==> config.mk <==
export PLATFORM = sky130hd
export DESIGN_NAME = schedule_key_number_parser_unit
export DESIGN_NICKNAME = d
export VERILOG_FILES = /design/src/skn_pkg.sv /design/src/skn_key_match.sv /design/src/schedule_key_number_parser_unit.sv
export SDC_FILE = /design/constraint.sdc
export NUM_CORES = 1
export LEC_CHECK = 0
export BUFFER_PORTS_ARGS = -buffer_cell sky130_fd_sc_hd__buf_2
export CELL_PAD_IN_SITES_DETAIL_PLACEMENT = 0
export CELL_PAD_IN_SITES_GLOBAL_PLACEMENT = 1
export CORE_MARGIN = 3
export CORE_UTILIZATION = 47
export CTS_CLUSTER_SIZE = 25
export DETAILED_ROUTE_END_ITERATION = 8
export GPL_ROUTABILITY_DRIVEN = 0
export PLACE_DENSITY_LB_ADDON = 0.1
export SYNTH_ARGS = -nofsm -noshare
export SYNTH_HDL_FRONTEND = slang
export SYNTH_HIERARCHICAL = 1
export SYNTH_SLANG_ARGS = --single-unit
==> constraint.sdc <==
create_clock -name clk -period 4.64 [get_ports clk]
set_input_delay 0.232 -clock clk [delete_from_list [all_inputs] [get_ports clk]]
set_output_delay 0.232 -clock clk [all_outputs]
set_load 0.05 [all_outputs]
==> src/skn_pkg.sv <==
// skn_pkg: shared constants, types and key text for the schedule key/number parser
// no dependencies; used by skn_key_match, the top level and the checker
package skn_pkg;

  // table and key limits
  localparam int TABLE_CAPACITY  = 40;
  localparam int MAX_KEY_LETTERS = 10;
  localparam int NUM_KEYS        = 3;

  // widths derived from the limits
  localparam int CNT_W     = $clog2(TABLE_CAPACITY + 1);
  localparam int KLEN_W    = $clog2(MAX_KEY_LETTERS + 2);
  localparam int IDX_W     = 6;
  localparam int IDX_EXT_W = (CNT_W > IDX_W) ? CNT_W : IDX_W;
  localparam int NUM_W     = 32;

  // character bounds
  localparam logic [7:0] CHR_UPPER_A = 8'h41;
  localparam logic [7:0] CHR_UPPER_Z = 8'h5A;
  localparam logic [7:0] CHR_LOWER_A = 8'h61;
  localparam logic [7:0] CHR_LOWER_Z = 8'h7A;
  localparam logic [7:0] CHR_ZERO    = 8'h30;
  localparam logic [7:0] CHR_NINE    = 8'h39;

  // recognized keys
  typedef enum logic [1:0] {
    KEY_ZONE  = 2'd0,
    KEY_START = 2'd1,
    KEY_END   = 2'd2
  } key_t;

  localparam logic [8*10-1:0] ZONE_TEXT  = "zoneNumber";
  localparam logic [8*9-1:0]  START_TEXT = "startTime";
  localparam logic [8*7-1:0]  END_TEXT   = "endTime";
  localparam int ZONE_LEN  = 10;
  localparam int START_LEN = 9;
  localparam int END_LEN   = 7;

  // key collection state passed to the matcher
  typedef struct packed {
    logic [NUM_KEYS-1:0] flags;
    logic [KLEN_W-1:0]   len;
  } key_state_t;

  localparam key_state_t KEY_INIT = '{flags: '1, len: '0};

  // letter count of a key
  function automatic logic [KLEN_W-1:0] key_len(input key_t k);
    logic [KLEN_W-1:0] n;
    n = '0;
    unique case (k)
      KEY_ZONE:  n = KLEN_W'(ZONE_LEN);
      KEY_START: n = KLEN_W'(START_LEN);
      KEY_END:   n = KLEN_W'(END_LEN);
      default:   n = '0;
    endcase
    return n;
  endfunction

  // character of a key at a position, zero past its end
  function automatic logic [7:0] key_char(input key_t k, input logic [KLEN_W-1:0] pos);
    logic [7:0] c;
    int p;
    c = '0;
    p = int'(pos);
    unique case (k)
      KEY_ZONE:  if (p < ZONE_LEN)  c = ZONE_TEXT[8*(ZONE_LEN-1-p) +: 8];
      KEY_START: if (p < START_LEN) c = START_TEXT[8*(START_LEN-1-p) +: 8];
      KEY_END:   if (p < END_LEN)   c = END_TEXT[8*(END_LEN-1-p) +: 8];
      default:   c = '0;
    endcase
    return c;
  endfunction

endpackage

==> src/skn_key_match.sv <==
// skn_key_match: takes one letter into the running key comparison
// depends on skn_pkg for key text, lengths and the key state struct
module skn_key_match (
  input  skn_pkg::key_state_t ks_in,
  input  logic [7:0]          letter,
  output skn_pkg::key_state_t ks_out
);

  logic [skn_pkg::NUM_KEYS-1:0] flags_hit;

  // per key: still a candidate if the letter matches at this position
  always_comb begin
    for (int k = 0; k < skn_pkg::NUM_KEYS; k++) begin
      flags_hit[k] = ks_in.flags[k]
                     && (ks_in.len < skn_pkg::key_len(skn_pkg::key_t'(k)))
                     && (skn_pkg::key_char(skn_pkg::key_t'(k), ks_in.len) == letter);
    end
  end

  // length saturates one past the longest key; a long run matches nothing
  always_comb begin
    ks_out.flags = flags_hit;
    ks_out.len   = ks_in.len;
    if (ks_in.len <= skn_pkg::KLEN_W'(skn_pkg::MAX_KEY_LETTERS)) begin
      ks_out.len = ks_in.len + 1'b1;
    end
    if (ks_out.len > skn_pkg::KLEN_W'(skn_pkg::MAX_KEY_LETTERS)) begin
      ks_out.flags = '0;
    end
  end

endmodule

==> src/schedule_key_number_parser_unit.sv <==
// schedule_key_number_parser_unit: byte stream parser for zone/start/end schedule entries
// depends on skn_pkg and skn_key_match
//
// Usage:
//   Input channel (in_valid / in_stall): one ASCII byte per item with in_message_end
//   marking the last byte of a message. Output channel (out_valid / out_stall): one
//   schedule entry per endTime number, with zone, start, end, table slot and a
//   dropped flag once the table of TABLE_CAPACITY entries is full.
//   Flow: an item is registered in the input register at acceptance and processed from
//   there once the result register is free or draining; an entry it completes is loaded
//   into the output register as the item is processed, and is taken from there.
//   Throughput: one item per cycle unless out_stall holds a result. Key matching and
//   the decimal multiply-by-ten add are one shallow stage between the two registers.
//   Stall: while a result waits under out_stall, one more item is taken into the
//   input register; in_stall then rises until the result is taken.
//   Reset (rst_n low, synchronous): parser returns to letter search, zone, pending
//   values and entry count clear, both registers empty. No clearing pass is needed.
//   Message end: after its last byte a partial key or number and the current zone are
//   dropped; pending values and the entry count are kept.
module schedule_key_number_parser_unit (
  input  logic        clk,
  input  logic        rst_n,
  input  logic        in_valid,
  output logic        in_stall,
  input  logic [7:0]  in_data_byte,
  input  logic        in_message_end,
  output logic        out_valid,
  input  logic        out_stall,
  output logic [31:0] out_zone_number,
  output logic [31:0] out_start_value,
  output logic [31:0] out_end_value,
  output logic [5:0]  out_entry_index,
  output logic        out_dropped
);

  typedef enum logic [1:0] {
    PH_SEEK_LETTER,
    PH_IN_KEY,
    PH_SEEK_DIGIT,
    PH_IN_NUMBER
  } phase_t;

  // input register
  logic        in_vld_r;
  logic [7:0]  byte_r;
  logic        last_r;

  // parser state
  phase_t                          phase_r, phase_nxt;
  skn_pkg::key_state_t             key_r, key_nxt;
  skn_pkg::key_t                   matched_r, matched_nxt;
  logic [skn_pkg::NUM_W-1:0]       acc_r, acc_nxt;
  logic [skn_pkg::NUM_W-1:0]       cur_zone_r, cur_zone_nxt;
  logic [skn_pkg::NUM_W-1:0]       pend_zone_r, pend_zone_nxt;
  logic [skn_pkg::NUM_W-1:0]       pend_start_r, pend_start_nxt;
  logic [skn_pkg::CNT_W-1:0]       count_r, count_nxt;

  // result register
  logic                            out_vld_r;
  logic [skn_pkg::NUM_W-1:0]       o_zone_r, o_start_r, o_end_r;
  logic [skn_pkg::IDX_W-1:0]       o_idx_r, o_idx_nxt;
  logic                            o_drop_r, o_drop_nxt;

  logic                            advance;
  logic                            produce;
  logic                            is_letter, is_digit;
  logic [3:0]                      digit;
  logic [skn_pkg::NUM_W+3:0]       acc_x10;
  logic [skn_pkg::NUM_W-1:0]       acc_step;
  logic                            full;
  logic [skn_pkg::CNT_W-1:0]       idx;
  logic [skn_pkg::IDX_EXT_W-1:0]   idx_ext;
  skn_pkg::key_state_t             km_in, km_out;

  // handshake: process stage moves when the result register is free or draining
  assign advance   = in_vld_r && (!out_vld_r || !out_stall);
  assign in_stall  = in_vld_r && !advance;
  assign out_valid = out_vld_r;
  assign out_zone_number = o_zone_r;
  assign out_start_value = o_start_r;
  assign out_end_value   = o_end_r;
  assign out_entry_index = o_idx_r;
  assign out_dropped     = o_drop_r;

  // byte classes
  assign is_letter = ((byte_r >= skn_pkg::CHR_UPPER_A) && (byte_r <= skn_pkg::CHR_UPPER_Z))
                  || ((byte_r >= skn_pkg::CHR_LOWER_A) && (byte_r <= skn_pkg::CHR_LOWER_Z));
  assign is_digit  = (byte_r >= skn_pkg::CHR_ZERO) && (byte_r <= skn_pkg::CHR_NINE);
  assign digit     = byte_r[3:0];

  // key matcher starts fresh on the first letter
  assign km_in = (phase_r == PH_SEEK_LETTER) ? skn_pkg::KEY_INIT : key_r;

  skn_key_match u_key_match (
    .ks_in  (km_in),
    .letter (byte_r),
    .ks_out (km_out)
  );

  // acc * 10 + digit, saturating at all ones
  assign acc_x10  = ({4'b0, acc_r} << 3) + ({4'b0, acc_r} << 1)
                  + (skn_pkg::NUM_W+4)'(digit);
  assign acc_step = (acc_x10[skn_pkg::NUM_W+3:skn_pkg::NUM_W] != '0)
                  ? '1 : acc_x10[skn_pkg::NUM_W-1:0];

  // table slot, held at the last slot once full
  assign full    = count_r >= skn_pkg::CNT_W'(skn_pkg::TABLE_CAPACITY);
  assign idx     = full ? skn_pkg::CNT_W'(skn_pkg::TABLE_CAPACITY - 1) : count_r;
  assign idx_ext = skn_pkg::IDX_EXT_W'(idx);

  // next state for the registered item
  always_comb begin
    phase_nxt      = phase_r;
    key_nxt        = key_r;
    matched_nxt    = matched_r;
    acc_nxt        = acc_r;
    cur_zone_nxt   = cur_zone_r;
    pend_zone_nxt  = pend_zone_r;
    pend_start_nxt = pend_start_r;
    count_nxt      = count_r;
    produce        = 1'b0;
    o_idx_nxt      = idx_ext[skn_pkg::IDX_W-1:0];
    o_drop_nxt     = full;

    unique case (phase_r)
      PH_SEEK_LETTER: begin
        if (is_letter) begin
          key_nxt   = km_out;
          phase_nxt = PH_IN_KEY;
        end
      end
      PH_IN_KEY: begin
        if (is_letter) begin
          key_nxt = km_out;
        end else begin
          phase_nxt = PH_SEEK_LETTER;
          // lengths differ, so at most one key can end here
          for (int k = 0; k < skn_pkg::NUM_KEYS; k++) begin
            if (key_r.flags[k] && (key_r.len == skn_pkg::key_len(skn_pkg::key_t'(k)))) begin
              matched_nxt = skn_pkg::key_t'(k);
              acc_nxt     = '0;
              phase_nxt   = PH_SEEK_DIGIT;
            end
          end
        end
      end
      PH_SEEK_DIGIT: begin
        if (is_digit) begin
          acc_nxt   = skn_pkg::NUM_W'(digit);
          phase_nxt = PH_IN_NUMBER;
        end
      end
      PH_IN_NUMBER: begin
        if (is_digit) begin
          acc_nxt = acc_step;
        end else begin
          phase_nxt = PH_SEEK_LETTER;
          unique case (matched_r)
            skn_pkg::KEY_ZONE: cur_zone_nxt = acc_r;
            skn_pkg::KEY_START: begin
              pend_zone_nxt  = cur_zone_r;
              pend_start_nxt = acc_r;
            end
            skn_pkg::KEY_END: begin
              produce        = 1'b1;
              pend_zone_nxt  = '0;
              pend_start_nxt = '0;
              if (!full) begin
                count_nxt = count_r + 1'b1;
              end
            end
            default: ;
          endcase
        end
      end
      default: ;
    endcase

    // message end drops the partial token and the zone
    if (last_r) begin
      phase_nxt    = PH_SEEK_LETTER;
      key_nxt      = skn_pkg::KEY_INIT;
      matched_nxt  = skn_pkg::KEY_ZONE;
      acc_nxt      = '0;
      cur_zone_nxt = '0;
    end
  end

  // state, input register and result register
  always_ff @(posedge clk) begin
    if (!rst_n) begin
      in_vld_r     <= 1'b0;
      out_vld_r    <= 1'b0;
      phase_r      <= PH_SEEK_LETTER;
      key_r        <= skn_pkg::KEY_INIT;
      matched_r    <= skn_pkg::KEY_ZONE;
      acc_r        <= '0;
      cur_zone_r   <= '0;
      pend_zone_r  <= '0;
      pend_start_r <= '0;
      count_r      <= '0;
    end else begin
      if (in_valid && !in_stall) begin
        in_vld_r <= 1'b1;
      end else if (advance) begin
        in_vld_r <= 1'b0;
      end

      if (advance) begin
        phase_r      <= phase_nxt;
        key_r        <= key_nxt;
        matched_r    <= matched_nxt;
        acc_r        <= acc_nxt;
        cur_zone_r   <= cur_zone_nxt;
        pend_zone_r  <= pend_zone_nxt;
        pend_start_r <= pend_start_nxt;
        count_r      <= count_nxt;
      end

      if (advance && produce) begin
        out_vld_r <= 1'b1;
      end else if (!out_stall) begin
        out_vld_r <= 1'b0;
      end
    end

    // payload, no reset
    if (in_valid && !in_stall) begin
      byte_r <= in_data_byte;
      last_r <= in_message_end;
    end
    if (advance && produce) begin
      o_zone_r  <= pend_zone_r;
      o_start_r <= pend_start_r;
      o_end_r   <= acc_r;
      o_idx_r   <= o_idx_nxt;
      o_drop_r  <= o_drop_nxt;
    end
  end

endmodule

==> results of run 1 <==
[placed cells by master (no fill, tap or decap), types with 7 or more instances in the layout]
master,Yosys,layout
a22o_1,26,26
clkbuf_16,0,27
and3_1,12,12
xor2_1,18,18
o21ai_0,30,30
a21o_1,10,10
nand4_1,16,16
a31oi_1,11,11
o211ai_1,10,10
buf_2,5,117
nor3b_1,69,69
a211oi_1,7,7
a21oi_1,110,110
o22ai_1,8,8
nand3_1,20,20
buf_4,8,18
dfxtp_1,147,147
dlygate4sd3_1,0,12
ha_1,74,73
nand2b_1,8,8
o21a_1,8,8
or2_2,9,9
xnor2_1,19,19
nor2b_1,15,14
a22oi_1,39,39
edfxtp_1,112,112
nand2_1,54,53
clkbuf_1,56,10
nor3_1,14,14
nand3_2,22,22
nor2_1,149,149
inv_1,23,22
[final timing paths]
path,start,endpoint,depth (start not counted)
worst max-delay path,byte_r[2],acc_r[31],14
worst min-delay path,pend_start_r[18],out_start_value[18],0
worst max register to register,byte_r[2],acc_r[31],14
worst min register to register,pend_start_r[18],out_start_value[18],0
[area by class of cell]
type / count / area (um2) / area share [%]
inverters: 25 / 97.6 / 0.669
clock inverters: 9 / 129 / 0.883
multi-input cells: 877 / 6050 / 41.5
well taps: 335 / 419 / 2.87
flip-flops and latches: 259 / 6310 / 43.2
clock buffers: 40 / 754 / 5.17
repair buffers: 147 / 841 / 5.76
[stage by stage]
| step | cell area, um2 | hold slack [ns] | worst slack, ns |
|---|---|---|---|
| after floorplan | 12900 | 0.294 | 0.986 |
| after global routing | 14600 | 0.414 | 0.570 |
| after detailed placement | 13600 | 0.410 | 0.917 |
| after global placement | 13600 | 0.408 | 0.967 |
| final | 14600 | 0.428 | 0.909 |
| after CTS | 14600 | 0.406 | 0.910 |
[logic make-up (layout without fill, tap and decap cells)]
kind of cell | Yosys count | count (layout) | synth area share (%)
adder cells (fa/ha/maj) | 77 | 77 | 7.59
AND/OR/NAND/NOR | 439 | 439 | 19.3
AO/OA/AOI/OAI | 317 | 317 | 16.8
buffers and inverters | 106 | 221 | 4.11
XOR/XNOR | 38 | 38 | 2.65
multiplexers | 6 | 6 | 0.477
flip-flops | 259 | 259 | 49.0
[power by group through the flow]
stage / logic (mW) / registers [mW] / clock network (mW)
after floorplan: 0.0725 / 2.43 / 0
final: 0.0994 / 2.39 / 2.14
after CTS: 0.0998 / 2.39 / 2.18
after detailed placement: 0.0916 / 2.44 / 0
after global placement: 0.0923 / 2.44 / 0
after global routing: 0.110 / 2.39 / 2.28
[sequential cells by signal (all words and copies together) (netlist names)]
register         cells
last_r               1
out_valid            1
pend_zone_r         32
out_dropped          1
count_r              6
out_entry_index      6
acc_r               32
phase_r              2
pend_start_r        32
key_r                7
out_end_value       32
out_start_value     32
matched_r            2
byte_r               8
cur_zone_r          32
out_zone_number     32
in_vld_r             1
[layer usage]
metal | routed length, um | global-route usage (%) | vias up
met5 | 0 | 0 | -
met4 | 418 | 3.74 | 0
met3 | 1430 | 1.86 | 32
met2 | 14000 | 31.9 | 257
met1 | 15800 | 32.2 | 4662
li1 | - | - | 4795
[worst max-delay path: stages (launching register included)]
cell,delay (ns)
edfxtp_1,0.54
ha_1,0.36
ha_1,0.17
inv_1,0.06
fa_1,0.41
nor2b_1,0.18
o31ai_1,0.14
a21o_1,0.21
a211oi_1,0.31
nor3_2,0.08
xor2_1,0.16
and3_1,0.18
buf_4,0.36
a21oi_1,0.14
a221o_1,0.28
==> key figures, run 1 <==
Placement
  • Port Buffers: 117
  • Hpwl dp: 22,000 um
  • Placed Cells: 1,631

Clock tree
  • Cts repair resizes: 0
  • CTS Buf Count: 27
  • Later-pin clock latency in the skew report: 0.51 ns
  • Post-CTS Hold Fix Bufs: 12
  • CTS clk-pin slew, worst paths: 0.06 ns
  • Clock Root Buffer: clkbuf_16
  • H-Tree Level Count: 1
  • Clock buffer depth: 3
  • Post-CTS setup buffer count: 0
  • TritonCTS clock tree: yes
  • CTS Sinks: 259

Synthesis
  • Seq cells post-synth: 259
  • Post-Syn Instances: 1,242
  • Post-synthesis sequential area ratio: 49.0%
  • Synth area leaders: edfxtp_1 (26%), dfxtp_1 (23%), ha_1 (7.2%), nor2_1 (4.3%), a21oi_1 (4.3%)
  • Mapped Area: 12,900 um2
  • Synth Net Count: 1,331
  • Ys flop type: dfxtp_1
  • Number of synthesized flops with an enable pin: 112
  • Synthesis Warnings: 6
  • Commonest cells in the netlist: nor2_1 (149), dfxtp_1 (147), edfxtp_1 (112)
  • Count leader, synth: nor2_1
  • Synth unique cells: 98
  • Leading area contributor after synthesis: edfxtp_1
  • Synth top area share: 26.2%
  • Syn_area_per_cell: 10.4 um2
  • FFs w/ async S/R, synth: 0%

Outcome
  • Outcome: finished clean

Timing
  • Hold Vio Cnt, Final: 0
  • Final Cycle Share: 80.4%
  • Setup Skew: 0.0124 ns
  • RSZ-0062 raised after global routing: no
  • Setup violators final: 0
  • Slew @ Worst Pin: 1.07 ns
  • Max-slew violation count: 0
  • Fmax: 268 MHz
  • Max transition margin: 28.4%
  • Setup TNS: 0 ns
  • Post-route minimum period: 3.73 ns

Cells and area
  • Core Util, Final: 55.1%
  • Post-route insts no fill: 1,692
  • # diodes: 0
  • Area Growth Syn to Fin: 13.5%
  • Final #Nets: 1,426
  • Share of layout cells above drive strength 1: 17.7%
  • Fill count: 2,316

Worst setup path
  • Startpoint types: flop
  • Critical Path Fanout Max: 27
  • Setup crit end kind: flop
  • CP Data Required Time: 5.04 ns
  • Reg2reg setup slack: 0.91 ns
  • Arr. time, crit path: 4.13 ns
  • CP Class: reg2reg

Floorplan
  • DIE AREA: 29,400 um2
  • Area of the core: 26,500 um2
  • Site Rows: 59
  • I/O Pins: 118
  • Initial core utilization: 48.5%
  • Die X: 171 um
  • Die height: 171 um

Routing
  • Initial DRC Count: 672
  • Pre-antenna DRT Iters: 5
  • Via count: 9,746
  • Vias per inst: 5.76
  • Antenna Nets Post-Route: 0
  • DRC errors left: 0
  • Routed WL per cell: 18.7 um
  • Final WL: 31,600 um

GRT
  • Gr ovfl total: 0
  • Total global routing track utilization: 20.7%
  • Initial antenna violation count: 0
  • Vias in the first global route: 8,767
  • First-pass GRT wire length: 49,400 um
  • Pin count of the biggest net entering global routing: 104

Pwr
  • Tot Pwr: 4.62 mW
  • Internal: 3.70 mW
  • Max VDD drop: 257 uV
  • Pwr Density: 317 nW/um2
  • Leakage Power: 6.36 nW
  • Reg power frac: 51.7%
  • Clock network fraction of design power: 46.2%
  • P_sw: 0.925 mW
  • Switching Share: 20.0%
  • Combinational fraction of design power: 2.2%

Run
  • Number of max-cap violations: 0

Hold path
  • Worst hold path type: reg2reg
(Power assumes the default switching activity.)
==> run 2: changes to the inputs <==
Settings changed: CORE_UTILIZATION 47 to 43.
Clock period 4.64 ns to 3.1 ns, I/O delays scaled along.
==> run 2 against run 1 <==
The run now ends with setup timing left. Global-route usage hardly changed. Clock-buffer cell count did not move. Core utilization decreased by 0.65 points. Flip-flop and latch count unchanged. Power is 48% higher. Via count increased by 4.2%. Final area increased by 8.5%. First-iteration DRC count up 14%. Routed wire length increased by 6.1%. Critical endpoint is now acc_r[0]. Largest cell class unchanged. Highest routed layer unchanged.
==> key figures, run 2 (synthesized netlist as in run 1, its figures left out) <==
Worst setup path
  • Most common cell on crit path: a21o_1 (was ha_1)
  • CP cell instances: fa_1 -> inv_2 -> fa_2 -> nor2b_2 -> o31ai_2 -> a21o_1 -> a21o_1 -> and2_4 -> o211ai_2 -> and3_4 -> buf_12 -> a21oi_1 -> o31a_1 (was ha_1 -> ha_1 -> inv_1 -> fa_1 -> nor2b_1 -> o31ai_1 -> a21o_1 -> a211oi_1 -> nor3_2 -> xor2_1 -> and3_1 -> buf_4 -> a21oi_1 -> a221o_1)
  • Reg2reg setup slack: -0.09 ns (was 0.91 ns)
  • Arr. time, crit path: 3.61 ns (was 4.13 ns)
  • Critical Path Fanout Max: 9 (was 27)
  • CP Class: reg2reg (unchanged)
  • CP Data Required Time: 3.52 ns (was 5.04 ns)
  • Setup crit end kind: flop (unchanged)
  • Critical-path top delay cell: fa_1 (was edfxtp_1)
  • Startpoint types: flop (unchanged)
  • Crit-path max cell delay: 0.55 ns (was 0.54 ns)

Clock tree
  • CTS clk-pin slew, worst paths: 0.07 ns (was 0.06 ns)
  • Clock buffer depth: 3 (unchanged)
  • Later-pin clock latency in the skew report: 0.52 ns (was 0.51 ns)
  • Clock Root Buffer: clkbuf_16 (unchanged)
  • CTS Buf Count: 26 (was 27)
  • H-Tree Level Count: 1 (unchanged)
  • CTS Sinks: 259 (unchanged)
  • TritonCTS clock tree: yes (unchanged)

Floorplan
  • Area of the core: 29,100 um2 (was 26,500 um2)
  • Site Rows: 62 (was 59)
  • Die X: 179 um (was 171 um)
  • Die height: 179 um (was 171 um)
  • DIE AREA: 32,000 um2 (was 29,400 um2)
  • Initial core utilization: 44.2% (was 48.5%)
  • I/O Pins: 118 (unchanged)

Routing
  • Via count: 10,158 (was 9,746)
  • Antenna Nets Post-Route: 0 (unchanged)
  • Initial DRC Count: 766 (was 672)
  • Routed WL per cell: 18.0 um (was 18.7 um)
  • DRC errors left: 0 (unchanged)
  • Pre-antenna DRT Iters: 5 (unchanged)
  • Vias per inst: 5.44 (was 5.76)
  • Final WL: 33,600 um (was 31,600 um)

GRT
  • Vias in the first global route: 9,562 (was 8,767)
  • Initial antenna violation count: 1 (was 0)
  • First-pass GRT wire length: 53,100 um (was 49,400 um)
  • Total global routing track utilization: 20.7% (about the same)
  • Gr ovfl total: 0 (unchanged)
  • Pin count of the biggest net entering global routing: 103 (was 104)

Timing
  • Post-route minimum period: 3.19 ns (was 3.73 ns)
  • Hold Vio Cnt, Final: 0 (unchanged)
  • RSZ-0062 raised after global routing: yes (was no)
  • Setup violators final: 28 (was 0)
  • Final worst slack: -0.0949 ns (was 0.909 ns)
  • Slew @ Worst Pin: 0.893 ns (was 1.07 ns)
  • Max-slew violation count: 0 (unchanged)
  • Fmax: 313 MHz (was 268 MHz)
  • Final Cycle Share: 103% (was 80.4%)
  • Max transition margin: 40.4% (was 28.4%)
  • Setup Skew: 0.0204 ns (was 0.0124 ns)

Placement
  • Hpwl dp: 24,000 um (was 22,000 um)
  • Setup WS pre-CTS: -0.185 ns (was 0.917 ns)
  • Port Buffers: 117 (unchanged)

Cells and area
  • Area Growth Syn to Fin: 23.1% (was 13.5%)
  • Share of layout cells above drive strength 1: 26.1% (was 17.7%)
  • Most frequent cells in the layout: nor2_1 (148), dfxtp_1 (146), buf_4 (134), buf_2 (117), edfxtp_1 (112) (was nor2_1 (149), dfxtp_1 (147), buf_2 (117), edfxtp_1 (112), a21oi_1 (110))
  • Final #Nets: 1,553 (was 1,426)
  • Core Util, Final: 54.4% (was 55.1%)
  • Most common cell after layout, fill and taps aside: nor2_1 (unchanged)
  • Fill count: 2,620 (was 2,316)
  • # diodes: 0 (unchanged)

Outcome
  • Failing checks: setup timing
  • Outcome: complete, but fails checks (was finished clean)

Pwr
  • Max VDD drop: 264 uV (was 257 uV)
  • Pwr Density: 431 nW/um2 (was 317 nW/um2)
  • Leakage Power: 7.06 nW (was 6.36 nW)

Hold path
  • Worst hold path type: in2reg (was reg2reg)

Run
  • Number of max-cap violations: 0 (unchanged)
==> run 2: cell count changes in the layout (fill, tap and decap cells not counted), moves of 3 or more <==
| cell | change |
|---|---|
| a21oi_2 | +4 |
| o21ai_0 | -3 |
| nor3_1 | -3 |
| a21oi_1 | -4 |
| o21ai_1 | +3 |
| buf_12 | +10 |
| buf_4 | +116 |
==> run 2: layout make-up <==
| cell class | instances | area [um2] | share of cell area [%] |
|---|---|---|---|
| flip-flops and latches | 259 | 6310 | 39.8 |
| multi-input cells | 877 | 6170 | 39.0 |
| well taps | 384 | 480 | 3.03 |
| clock buffers | 40 | 769 | 4.86 |
| inverters | 25 | 98.8 | 0.624 |
| repair buffers | 275 | 1930 | 12.2 |
| clock inverters | 8 | 73.8 | 0.466 |
==> run 2: worst paths after layout <==
kind / endpoint / cells past startpoint / from
min reg2reg: out_start_value[26] / 0 / pend_start_r[26]
max: acc_r[0] / 13 / byte_r[3]
max reg2reg: acc_r[0] / 13 / byte_r[3]
min: byte_r[4] / 2 / in_data_byte[4]
==> run 2: critical path: cells and delay by family, from the launching register on <==
family                   cells  cell delay, ns
AND/OR/NAND/NOR              3            0.54
buffers and inverters        2            0.19
adder cells (fa/ha/maj)      2            0.92
flip-flops                   1            0.41
AO/OA/AOI/OAI                6            1.02
==> run 2: routing by layer <==
layer / GRT usage [%] / vias up / part of all wire (%)
met5: 0 / - / 0
met2: 31.9 / 211 / 44
li1: - / 5061 / -
met4: 4.12 / 0 / 1.4
met1: 31.9 / 4852 / 51
met3: 1.84 / 34 / 3.8
==> run 2: power breakdown <==
part,leakage (nW),internal [mW],switching (mW)
Combinational,4.18,0.0680,0.116
Sequential,2.47,3.54,0.0184
Clock,0.411,1.80,1.28
Total,7.06,5.41,1.42
==> run 2: through the flow <==
stage	std cells	instance area [um2]	total power, mW	hold slack, ns	setup TNS (ns)
after CTS	1867	15800	6.89	0.324	-1.59
after global routing	1868	15800	7.05	0.341	-6.54
after detailed placement	1802	14700	3.81	0.334	-3.94
after global placement	1802	14700	3.81	0.332	-1.63
final	1868	15800	6.83	0.339	-1.52
after floorplan	1242	12900	3.74	0.217	0
==> run 2: timing repair <==
action,4_1_cts,5_1_grt
hold endpoints to repair,15,0
setup endpoints to repair,32,33
hold buffers,12,0
buffers inserted,5,1
gates resized for setup,13,9
pin swaps,18,1
==> run 3: changes to the inputs <==
Settings changed: CORE_UTILIZATION 43 to 30, CTS_CLUSTER_SIZE 25 to not set.
Clock period 3.1 ns to 3.71 ns, I/O delays scaled along.
==> run 3 against run 2 <==
The flow now finishes without violations. Sequential power shrank 16%. Worst setup slack improved by 0.30 ns. Non-clock buffer count down 88. Power down 14%. Maximum frequency shrank 8.8%. Critical path depth unchanged. Flip-flop and latch count is the same. Clock-buffer cell count fell by 2. Hold slack gained 0.013 ns. First-iteration DRC count fell by 19%. Final area is 3.5% lower. Die area is 42% higher. Critical endpoint is now acc_r[30].
==> key figures, run 3 (synthesized netlist as in run 1, its figures left out) <==
Cells and area
  • Most frequent cells in the layout: nor2_1 (148), dfxtp_1 (147), buf_2 (117), edfxtp_1 (112), a21oi_1 (109) (was nor2_1 (148), dfxtp_1 (146), buf_4 (134), buf_2 (117), edfxtp_1 (112))
  • Share of layout cells above drive strength 1: 20.6% (was 26.1%)
  • Final #Nets: 1,468 (was 1,553)
  • Most common cell after layout, fill and taps aside: nor2_1 (unchanged)
  • Area Growth Syn to Fin: 18.8% (was 23.1%)

GRT
  • M3 GR Usage: 1.91% (was 1.84%)
  • First-pass GRT wire length: 57,200 um (was 53,100 um)
  • Total global routing track utilization: 16.0% (was 20.7%)
  • Vias in the first global route: 9,461 (was 9,562)
  • Pin count of the biggest net entering global routing: 65 (was 103)
  • GR peak layer: met2 (was met1)
  • Gr ovfl total: 0 (unchanged)
  • Met2 Track Usage GR: 24.6% (was 31.9%)
  • M1 GR Usage: 24.3% (was 31.9%)
  • Initial antenna violation count: 1 (unchanged)

Timing
  • Hold Vio Cnt, Final: 0 (unchanged)
  • RSZ-0062 raised after global routing: no (was yes)
  • Setup TNS: 0 ns (was -1.52 ns)
  • Slew @ Worst Pin: 1.14 ns (was 0.893 ns)
  • Post-route minimum period: 3.50 ns (was 3.19 ns)
  • Max transition margin: 24.0% (was 40.4%)
  • Hold Worst Slack: 0.353 ns (was 0.339 ns)
  • Max-slew violation count: 0 (unchanged)
  • Final Cycle Share: 94.4% (was 103%)
  • Fmax: 286 MHz (was 313 MHz)
  • Setup Skew: 0.0236 ns (was 0.0204 ns)
  • Setup violators final: 0 (was 28)

Floorplan
  • DIE AREA: 45,400 um2 (was 32,000 um2)
  • I/O Pins: 118 (unchanged)
  • Die height: 213 um (was 179 um)
  • Site Rows: 75 (was 62)
  • Area of the core: 42,100 um2 (was 29,100 um2)
  • Initial core utilization: 30.5% (was 44.2%)
  • Die X: 213 um (was 179 um)

Worst setup path
  • CP cell instances: fa_1 -> inv_1 -> fa_1 -> nor2b_1 -> o31ai_2 -> a21o_1 -> a21o_1 -> and2_4 -> o211ai_2 -> and3_4 -> buf_12 -> a21oi_1 -> a221o_1 (was fa_1 -> inv_2 -> fa_2 -> nor2b_2 -> o31ai_2 -> a21o_1 -> a21o_1 -> and2_4 -> o211ai_2 -> and3_4 -> buf_12 -> a21oi_1 -> o31a_1)
  • CP Data Required Time: 4.15 ns (was 3.52 ns)
  • Top cell family by delay on the critical path: compound AO/OA/AOI/OAI gates (unchanged)
  • Critical-path top delay cell: fa_1 (unchanged)
  • CP Class: reg2reg (unchanged)
  • Startpoint types: flop (unchanged)
  • Reg2reg setup slack: 0.21 ns (was -0.09 ns)
  • Arr. time, crit path: 3.94 ns (was 3.61 ns)
  • Crit-path max cell delay: 0.59 ns (was 0.55 ns)
  • CP Buf/Inv Count: 2 (unchanged)
  • Setup crit end kind: flop (unchanged)
  • Critical Path Fanout Max: 14 (was 9)

Pwr
  • Max VDD drop: 303 uV (was 264 uV)
  • Pwr Density: 383 nW/um2 (was 431 nW/um2)
  • Leakage Power: 6.62 nW (was 7.06 nW)

Clock tree
  • Later-pin clock latency in the skew report: 0.54 ns (was 0.52 ns)
  • H-Tree Level Count: 1 (unchanged)
  • CTS Buf Count: 29 (was 26)
  • Clock Root Buffer: clkbuf_16 (unchanged)
  • Post-CTS setup buffer count: 0 (was 5)
  • Clock buffer depth: 3 (unchanged)
  • CTS Sinks: 259 (unchanged)
  • CTS clk-pin slew, worst paths: 0.06 ns (was 0.07 ns)
  • TritonCTS clock tree: yes (unchanged)

Routing
  • Routed WL per cell: 19.1 um (was 18.0 um)
  • Final WL: 37,100 um (was 33,600 um)
  • Vias per inst: 5.09 (was 5.44)
  • Initial DRC Count: 617 (was 766)
  • Via count: 9,887 (was 10,158)
  • Pre-antenna DRT Iters: 5 (unchanged)
  • Antenna Nets Post-Route: 0 (unchanged)
  • DRC errors left: 0 (unchanged)

Placement
  • Hpwl dp: 25,800 um (was 24,000 um)
  • Port Buffers: 117 (unchanged)

Run
  • Number of max-cap violations: 0 (unchanged)

Outcome
  • Outcome: finished clean (was complete, but fails checks)

Hold path
  • Worst hold path type: in2reg (unchanged)
-- run 3: cell count changes in the layout (fill, tap and decap cells not counted), sizes merged --
cell / previous run / this run
clkinv: 5 / 13
diode: 0 / 1
bufinv: 1 / 2
clkbuf: 40 / 39
buf: 263 / 174
clkinvlp: 2 / 1
inv: 25 / 24
-- run 3: routing by layer --
| metal | wire, um | up-vias |
|---|---|---|
| met5 | 0 | - |
| met4 | 499 | 0 |
| li1 | - | 4885 |
| met2 | 16500 | 158 |
| met3 | 1280 | 32 |
| met1 | 18800 | 4812 |
-- run 3: area by class of cell --
cell class | count | area (um2)
Clock inverter | 15 | 121
Timing Repair Buffer | 187 | 1220
Multi-Input combinational cell | 877 | 6080
Antenna cell | 1 | 2.50
Fill cell | 4230 | 26900
Inverter | 25 | 97.6
Clock buffer | 38 | 779
Sequential cell | 259 | 6310
Tap cell | 539 | 674
-- run 3: through the flow --
stage	cell area (um2)	std cells	total power [mW]	util, %	setup slack [ns]
after floorplan	12900	1242	3.13	-	0.0560
after global placement	14200	1874	3.18	33.7	0.159
after detailed placement	14200	1874	3.18	33.7	0.154
after CTS	15200	1939	5.95	36.1	0.136
after global routing	15300	1940	6.08	36.3	0.0199
final	15300	1941	5.85	36.3	0.208
-- run 3: path summary, 6_finish.rpt --
kind,from,endpoint,cells past startpoint
setup / recovery,byte_r[3],acc_r[30],13
setup reg to reg,byte_r[3],acc_r[30],13
hold / removal,in_data_byte[4],byte_r[4],2
hold reg to reg,pend_zone_r[11],out_zone_number[11],0
-- run 3: where the power goes --
group,total (mW),internal [mW],leakage [nW],switching [mW]
Combinational,0.141,0.0516,3.70,0.0894
Clock,2.72,1.61,0.444,1.12
Sequential,2.98,2.96,2.47,0.0214
Total,5.85,4.62,6.62,1.23
-- run 3: repair_timing --
action	in CTS	in global routing
endpoints found under the hold margin	16	0
hold buffers	12	0
gates resized for setup	0	8
setup endpoints to repair	0	14
